==> config.mk <==
export PLATFORM = sky130hd
export DESIGN_NAME = note_priority_voice_stack_unit
export DESIGN_NICKNAME = d
export VERILOG_FILES = /design/src/design/nvs_pkg.sv /design/src/design/nvs_cell.sv /design/src/design/note_priority_voice_stack_unit.sv
export VERILOG_INCLUDE_DIRS = /design/src /design/src/design
export SDC_FILE = /design/constraint.sdc
export NUM_CORES = 1
export LEC_CHECK = 0
export BUFFER_PORTS_ARGS = -buffer_cell sky130_fd_sc_hd__buf_2
export CAP_MARGIN = 20
export CORE_ASPECT_RATIO = 2
export CORE_UTILIZATION = 50
export DETAILED_ROUTE_END_ITERATION = 10
export PLACE_DENSITY = 0.91
export REMOVE_ABC_BUFFERS = 1
export SLEW_MARGIN = 20
export SYNTH_ARGS = -nofsm -noshare
export SYNTH_HDL_FRONTEND = slang
export SYNTH_SLANG_ARGS = --single-unit
==> constraint.sdc <==
create_clock -name clk_i -period 2.5 [get_ports clk_i]
set_input_delay 0 -clock clk_i [delete_from_list [all_inputs] [get_ports clk_i]]
set_output_delay 0 -clock clk_i [all_outputs]
set_load 0.02 [all_outputs]
==> src/design/note_priority_voice_stack_unit_macros.svh <==
// Assertion macros used by the voice stack top level.
`ifndef NOTE_PRIORITY_VOICE_STACK_UNIT_MACROS_SVH
`define NOTE_PRIORITY_VOICE_STACK_UNIT_MACROS_SVH

`ifndef SYNTHESIS
`define NVS_ASSERT_CLK(lbl, clk, rst_n, prop, msg) \
  lbl: assert property (@(posedge clk) disable iff (!rst_n) prop) else $error(msg);
`define NVS_ASSERT(lbl, prop, msg) \
  `NVS_ASSERT_CLK(lbl, clk_i, rst_ni, prop, msg)
`else
`define NVS_ASSERT_CLK(lbl, clk, rst_n, prop, msg)
`define NVS_ASSERT(lbl, prop, msg)
`endif

`endif

==> src/design/nvs_pkg.sv <==
// Types and constants of the note priority voice stack.
package nvs_pkg;

  localparam int unsigned SlotsDef   = 4;
  localparam int unsigned OutSlots   = 4;
  localparam int unsigned AddrW      = 3;
  localparam int unsigned DataW      = 32;
  localparam logic [3:0]  EmptyNote  = 4'd12;
  localparam logic [3:0]  EmptyOct   = 4'd4;

  typedef enum logic [AddrW-1:0] {
    RegReceiverMode = 3'd0
  } reg_addr_e;

  typedef struct packed {
    logic [3:0] note;
    logic [3:0] octave;
  } slot_t;

  typedef struct packed {
    logic       req_type;
    logic [3:0] note;
    logic [3:0] octave;
  } in_t;

  typedef struct packed {
    logic [3:0] slot0_note;
    logic [3:0] slot0_octave;
    logic [3:0] slot1_note;
    logic [3:0] slot1_octave;
    logic [3:0] slot2_note;
    logic [3:0] slot2_octave;
    logic [3:0] slot3_note;
    logic [3:0] slot3_octave;
    logic       release_matched;
  } out_t;

  typedef struct packed {
    logic  press;
    logic  release_key;
    slot_t key;
  } cell_ctrl_t;

  localparam slot_t EmptySlot = '{note: EmptyNote, octave: EmptyOct};

endpackage

==> src/design/nvs_cell.sv <==
// One voice slot of the stack: holds a note and octave, shifts or compacts with its neighbors.
module nvs_cell (
  input  logic               clk_i,
  input  logic               rst_ni,
  input  nvs_pkg::cell_ctrl_t ctrl_i,
  input  nvs_pkg::slot_t     prev_i,
  input  nvs_pkg::slot_t     next_i,
  input  logic               hit_i,
  output logic               hit_o,
  output nvs_pkg::slot_t     slot_q_o,
  output nvs_pkg::slot_t     slot_d_o
);
  import nvs_pkg::*;

  slot_t slot_q, slot_d;
  logic  match;

  assign match = ctrl_i.release_key && (slot_q.note == ctrl_i.key.note)
                 && (slot_q.octave == ctrl_i.key.octave);
  assign hit_o = hit_i | match;

  always_comb begin
    slot_d = slot_q;
    if (ctrl_i.press) begin
      slot_d = prev_i;
    end else if (ctrl_i.release_key && hit_o) begin
      slot_d = next_i;
    end
  end

  always_ff @(posedge clk_i or negedge rst_ni) begin
    if (!rst_ni) begin
      slot_q <= EmptySlot;
    end else begin
      slot_q <= slot_d;
    end
  end

  assign slot_q_o = slot_q;
  assign slot_d_o = slot_d;

endmodule

==> src/design/note_priority_voice_stack_unit.sv <==
// Top level of the note priority voice stack: cell chain, result register and APB register.
// Each accepted key event (receiver mode on, note below 12) updates a chain of Slots voice
// cells in the cycle of its transfer, and its result, the new contents of slots 0 to 3 with
// the release match flag, is held in a single output register from the next cycle on. One
// event is taken per cycle while results are taken as they appear; the output register is
// the only stage, so a new event enters in the same cycle that the waiting result is
// transferred. Release matching ripples combinationally through cells 0 to Slots-1.
`include "note_priority_voice_stack_unit_macros.svh"

module note_priority_voice_stack_unit #(
  parameter int unsigned Slots = nvs_pkg::SlotsDef
) (
  input  logic                       clk_i,
  input  logic                       rst_ni,
  input  logic                       in_valid_i,
  output logic                       in_ready_o,
  input  nvs_pkg::in_t               in_i,
  output logic                       out_valid_o,
  input  logic                       out_ready_i,
  output nvs_pkg::out_t              out_o,
  input  logic                       psel,
  input  logic                       penable,
  input  logic                       pwrite,
  input  logic [nvs_pkg::AddrW-1:0]  paddr,
  input  logic [nvs_pkg::DataW-1:0]  pwdata,
  output logic [nvs_pkg::DataW-1:0]  prdata,
  output logic                       pready
);
  import nvs_pkg::*;

  logic       mode_q, mode_d;
  logic       out_valid_q, out_valid_d;
  out_t       out_q, out_d;
  logic       in_fire, active;
  cell_ctrl_t ctrl;
  slot_t      slot_q [Slots];
  slot_t      slot_d [Slots];
  logic [Slots:0] hit;
  slot_t      view [OutSlots];

  assign pready = 1'b1;
  assign prdata = (paddr == RegReceiverMode) ? {{(DataW-1){1'b0}}, mode_q} : '0;

  always_comb begin
    mode_d = mode_q;
    if (psel && penable && pwrite && (paddr == RegReceiverMode)) begin
      mode_d = pwdata[0];
    end
  end

  assign in_ready_o = !out_valid_q || out_ready_i;
  assign in_fire    = in_valid_i && in_ready_o;
  assign active     = in_fire && mode_q && (in_i.note < EmptyNote);

  assign ctrl.press       = active && !in_i.req_type;
  assign ctrl.release_key = active && in_i.req_type;
  assign ctrl.key.note    = in_i.note;
  assign ctrl.key.octave  = in_i.octave;
  assign hit[0]           = 1'b0;

  for (genvar g = 0; g < Slots; g++) begin : g_cell
    nvs_cell u_cell (
      .clk_i    (clk_i),
      .rst_ni   (rst_ni),
      .ctrl_i   (ctrl),
      .prev_i   ((g == 0) ? ctrl.key : slot_q[(g == 0) ? 0 : g - 1]),
      .next_i   ((g == Slots - 1) ? EmptySlot : slot_q[(g == Slots - 1) ? g : g + 1]),
      .hit_i    (hit[g]),
      .hit_o    (hit[g+1]),
      .slot_q_o (slot_q[g]),
      .slot_d_o (slot_d[g])
    );
  end

  for (genvar k = 0; k < OutSlots; k++) begin : g_view
    if (k < Slots) begin : g_real
      assign view[k] = slot_d[k];
    end else begin : g_empty
      assign view[k] = EmptySlot;
    end
  end

  always_comb begin
    out_valid_d = out_valid_q;
    out_d       = out_q;
    if (out_valid_q && out_ready_i) begin
      out_valid_d = 1'b0;
    end
    if (in_fire) begin
      out_valid_d           = 1'b1;
      out_d.slot0_note      = view[0].note;
      out_d.slot0_octave    = view[0].octave;
      out_d.slot1_note      = view[1].note;
      out_d.slot1_octave    = view[1].octave;
      out_d.slot2_note      = view[2].note;
      out_d.slot2_octave    = view[2].octave;
      out_d.slot3_note      = view[3].note;
      out_d.slot3_octave    = view[3].octave;
      out_d.release_matched = ctrl.release_key && hit[Slots];
    end
  end

  always_ff @(posedge clk_i or negedge rst_ni) begin
    if (!rst_ni) begin
      mode_q      <= 1'b1;
      out_valid_q <= 1'b0;
    end else begin
      mode_q      <= mode_d;
      out_valid_q <= out_valid_d;
    end
  end

  always_ff @(posedge clk_i) begin
    out_q <= out_d;
  end

  assign out_valid_o = out_valid_q;
  assign out_o       = out_q;

  `NVS_ASSERT(a_result_follows_transfer, $rose(out_valid_o) |-> $past(in_fire), "Result without input transfer.")
  `NVS_ASSERT(a_press_never_matches, (in_fire && !in_i.req_type) |=> !out_o.release_matched, "Press reported a release match.")
  `NVS_ASSERT(a_idle_mode_holds, (in_fire && !mode_q) |=> (out_o.slot0_note == $past(slot_q[0].note) && !out_o.release_matched), "Events changed slots while receiver mode was off.")

endmodule
== Word level (Yosys, flattened, before mapping) ==
Cells that the tools add are included.
Word-level totals
  output and inout bits: 68
  bits in registers: 67
  memories kept: 0
  bits in latches: 0
  bits of input ports: 51
  bits in read-only memories: 0
  RAM bits: 0
Cells by class
  div/mod/pow operators: 0
  $add $sub $neg: 0
  reductions and logical operators: 26
  eq/ne operators: 8
  shift operators: 0
  multiplexer cells: 11
  bitwise operators: 3
  $mul: 0
  $lt $le $gt $ge: 1
Operators with widths (number)
  two-way mux 8 bit: 8
  == test 4 bit: 8
  logical AND 1 bit: 21
  less-than comparator 4 bit, second input constant: 1
  logical NOT 3 bit: 1
  two-way mux 1 bit: 3
  OR 1 bit: 3
  logical NOT 1 bit: 2
  nonzero test 2 bit: 1
  logical OR 1 bit: 1

== Longest topological paths before layout ==
  word-level depth: 14
  gate-level depth with buffers: 8
  mapped depth without buffers: 5

== Modules after synthesis ==
Synthesis repeated with hierarchy kept, for this count alone.
Second synthesis, totals
  cells, all modules: 315
  area total of the unflattened synthesis: 3721.1 um^2
By module, submodules not included
  nvs_cell: area an instance 586.8 um^2, sequential area each 203.9 um^2, times used 4, cells each 58
  note_priority_voice_stack_unit: area an instance 1373.8 um^2, sequential area each 1042.2 um^2, times used 1, cells each 83

== Least setup slack after synthesis ==
OpenSTA, ideal clock, no wires.
  kind: register to register
  from: reg out_valid_q (netlist: out_valid_o)
  to: reg out_q, in the netlist out_o[19] (data pin)
  path slack: 0.303 ns
  cell stages (with the launch flop): 8
  library setup time: 0.270 ns
  data arrival time: 1.927 ns
  cells stage by stage: dfrtp_1 nand2b_1 nand4_4 or4_4 buf_6 buf_6 nand4_1 nand3_1
RTL lines
  from (decl): line note_priority_voice_stack_unit.sv:32  | logic out_valid_q, out_valid_d;
  from (signal assigned): line note_priority_voice_stack_unit.sv:109  | out_valid_q <= out_valid_d;
  to (signal assigned): line note_priority_voice_stack_unit.sv:114  | out_q <= out_d;
  to (decl): line note_priority_voice_stack_unit.sv:33  | out_t out_q, out_d;

==> run metrics <==
Hold Crit Class=primary input to register; Cells after DPL=about 430; Root Driver=clkbuf_16; Detail Placement HPWL=approximately 5600 um; Avg Inst Size Synth=around 11 um2; RSZ-0062 raised after global routing=false; Post-Synthesis Cell Area=roughly 0.0035 mm2; post-layout minimum cycle time=2.29 ns; CP max stage cell=dfstp_2; I/O Buffers=55; grt total ovfl=0; number of vias per cell=5.69; Top Layer Used=met4; relative slew slack=a little under half; fin crit share=91.5%; largest stage delay on the critical path=roughly 0.56 ns; Post-synth EDFFs=33; RD Place Congestion=around 1.0; LEAKAGE=between 1.5 and 2 nW; Setup Fix Bufs, Post-CTS=0; endpoints failing setup=0; worst r2r dst=out_o[12]; WL met1=between 2000 and 3000 um; initial antenna violation count=0; Synth top cells by count=buf_4 (34), edfxtp_1 (33), nand2_1 (31); ys flop type=edfxtp_1; drt total wl=between 7000 and 8000 um; met3 WL post-DR=about 390 um; hold path cells=3; critical path class=register to register; DRC Markers=0; Synth Area in Compound Gates=between 10% and 20%; maximum vdd drop=0.510 mV; Yosys Warn Count=0; worst reg-to-reg path cell count=7; post-synthesis xor/xnor area fraction=roughly 8.0%; clock-pin slew on the worst setup and hold paths=roughly 0.05 ns; Max Fanout on Critical Path=20; Die Wd=about 61 um; area fraction of the dominant cell type after synthesis=about 28%; Final Non-Filler Cells=approximately 450; Final nets=410; Clock Sinks=67; Cells after Synth=between 300 and 400; Worst R2R Setup Slack=0.21 ns; largest family of logic cells by synthesized area=simple AND/OR/NAND/NOR gates; All-Layer GR Usage=approximately a quarter; die extent in y=around 120 um; Arr. time, crit path=between 2 and 2.5 ns; fmax=roughly 0.44 GHz; Ports=119; slew of the pin with the lowest slew margin=just under 0.8 ns; CTS tree=done; number of antenna repair diodes=0; die area=0.00736 mm2; Synth area leader=edfxtp_1; hold endpoint=g_cell[0].u_cell.slot_q_o[0]; reg2reg start=g_cell[1].u_cell.slot_q_o[2]; PwrDens=between 1000 and 1500 mW/mm2; CP Cell Sequence=xor2_1 > nor4_1 > and3_1 > buf_4 > buf_4 > o31a_1 > o31a_1; hold buffer count at cts=4; most frequent cell after synthesis=buf_4; vias in the first global route=2,550; first-pass GRT wire length=12,400 um; share of synthesized flip-flops with an asynchronous set or reset=around half; number of max-slew violations in the final report=0; WP data required=between 2 and 3 ns; sequential fraction of the synthesis area=between 50 and 60%; via count=~2,600; Netlist cell types=36; Max clock buf depth=2; met2 WL=roughly 4400 um; post-route setup TNS=0 ns; post-synthesis simple-gate area fraction=between 15 and 20%; skew final=between 0.007 and 0.008 ns; startpoint types=register; Max-Cap Viols=0; hold path startpoint=in_i[0]; Detail Route Antenna Nets=0; layout cells sized above 1=between 20% and 30%; Final Hold Viols=0; core region area=~0.0067 mm2; FP Rows=42; status=finished clean; H-tree Lvls=3; CTS resizes=0; synth top area cells=edfxtp_1 (28%), dfrtp_1 (15%), dfstp_2 (9.8%); clk_lat worst skew=roughly 0.33 ns; pin count of the biggest net entering global routing=35; Area Growth Syn to Fin=13.6%; starting density of the core=about 52%; post-synthesis adder-cell area fraction=0%; router iterations before antenna repair=5; multiplexer area fraction after synthesis=less than 1%; CTS Buf Count=9; number of synthesized register bits=67; WL/cell=roughly 17 um; CP endpoint kind=register; drt first-iter violations=between 100 and 150
## where the power goes
group	leakage [nW]	internal [W]	switching (W)
registers	0.708	0.00168	0.000315
clock network	0.123	0.000654	0.000416
logic	0.808	0.000464	0.000693
total	1.64	0.00279	0.00142
## cells by family (layout without fill, tap and decap cells)
| group | count (synthesis) | after routing |
|---|---|---|
| buf+inv | 63 | 89 |
| compound gates | 43 | 43 |
| other cells | 2 | 32 |
| simple gates | 100 | 100 |
| mux | 1 | 1 |
| xor+xnor | 32 | 32 |
| flops | 67 | 67 |
## cell type report
| cell class | instances | area, um2 |
|---|---|---|
| inverters | 5 | 18.8 |
| clock buffers | 11 | 233 |
| fillers | 540 | 2700 |
| repair buffers | 68 | 395 |
| well taps | 88 | 110 |
| flip-flops and latches | 67 | 1860 |
| multi-input cells | 208 | 1340 |
| clock inverters | 5 | 20.0 |
## worst max path at each step
stage	slack, ns	from	depth (start not counted)	endpoint
floorplan	0.04	out_valid_o	4	out_o[1]
global placement	0.34	g_cell[1].u_cell.slot_q_o[6]	7	out_o[10]
detailed placement	0.27	g_cell[1].u_cell.slot_q_o[2]	7	out_o[12]
CTS	0.26	g_cell[1].u_cell.slot_q_o[2]	7	out_o[12]
global route	0.14	g_cell[1].u_cell.slot_q_o[2]	7	out_o[12]
finish	0.21	g_cell[1].u_cell.slot_q_o[2]	7	out_o[12]
## per-layer routing
| metal | vias to the layer above | track usage, % |
|---|---|---|
| met5 | - | 0 |
| met4 | 0 | 17.6 |
| met3 | 36 | 5.35 |
| met2 | 137 | 40.0 |
| met1 | 1250 | 23.6 |
| li1 | 1147 | - |
## flip-flops by register name, summed over array words and instances, names as in the netlist
signal / flops
out_o: 33
g_cell.u_cell.slot_q_o: 32
mode_q: 1
out_valid_o: 1
## critical path, delay by kind of cell, from the launching register on
family,cells,cell delay [ns]
DFF,1,0.56
buffers and inverters,2,0.38
and+or+nand+nor,2,0.30
AOI/OAI and AO/OA,2,0.58
xor gates and xnor gates,1,0.20
## stage by stage
| stage | utilization, % | total power, W | hold slack, ns | setup slack, ns | area (um2) |
|---|---|---|---|---|---|
| 2_1_floorplan | - | 0.00273 | -0.296 | 0.0433 | 3220 |
| 3_3_place_gp | 55.2 | 0.00306 | 0.0974 | 0.341 | 3680 |
| 3_5_place_dp | 55.2 | 0.00313 | 0.122 | 0.274 | 3680 |
| 4_1_cts | 59.5 | 0.00421 | 0.0127 | 0.262 | 3970 |
| 5_1_grt | 59.5 | 0.00441 | 0.0383 | 0.140 | 3970 |
| 6_report | 59.5 | 0.00422 | 0.0292 | 0.213 | 3970 |
## placed cells by master, fill, tap and decap left out, types with 2 or more instances in the layout
cell | netlist | final
nor4b_1 | 8 | 8
conb_1 | 2 | 32
nor3_2 | 2 | 2
o211ai_1 | 8 | 8
clkbuf_16 | 0 | 9
xnor2_1 | 16 | 16
xor2_1 | 16 | 16
o31a_1 | 19 | 19
nand3_1 | 10 | 10
clkbuf_1 | 9 | 2
nand2_1 | 31 | 31
nor2_1 | 9 | 9
dfrtp_1 | 21 | 21
buf_2 | 10 | 55
o31ai_1 | 5 | 5
and2_1 | 2 | 2
inv_1 | 5 | 5
dfstp_2 | 13 | 13
a31oi_1 | 8 | 8
or3_1 | 11 | 11
edfxtp_1 | 33 | 33
buf_4 | 34 | 8
nand2b_1 | 2 | 2
nor4_1 | 4 | 4
dlygate4sd3_1 | 0 | 4
clkinv_1 | 0 | 4
nand4_1 | 14 | 14
(Power assumes the default switching activity.)
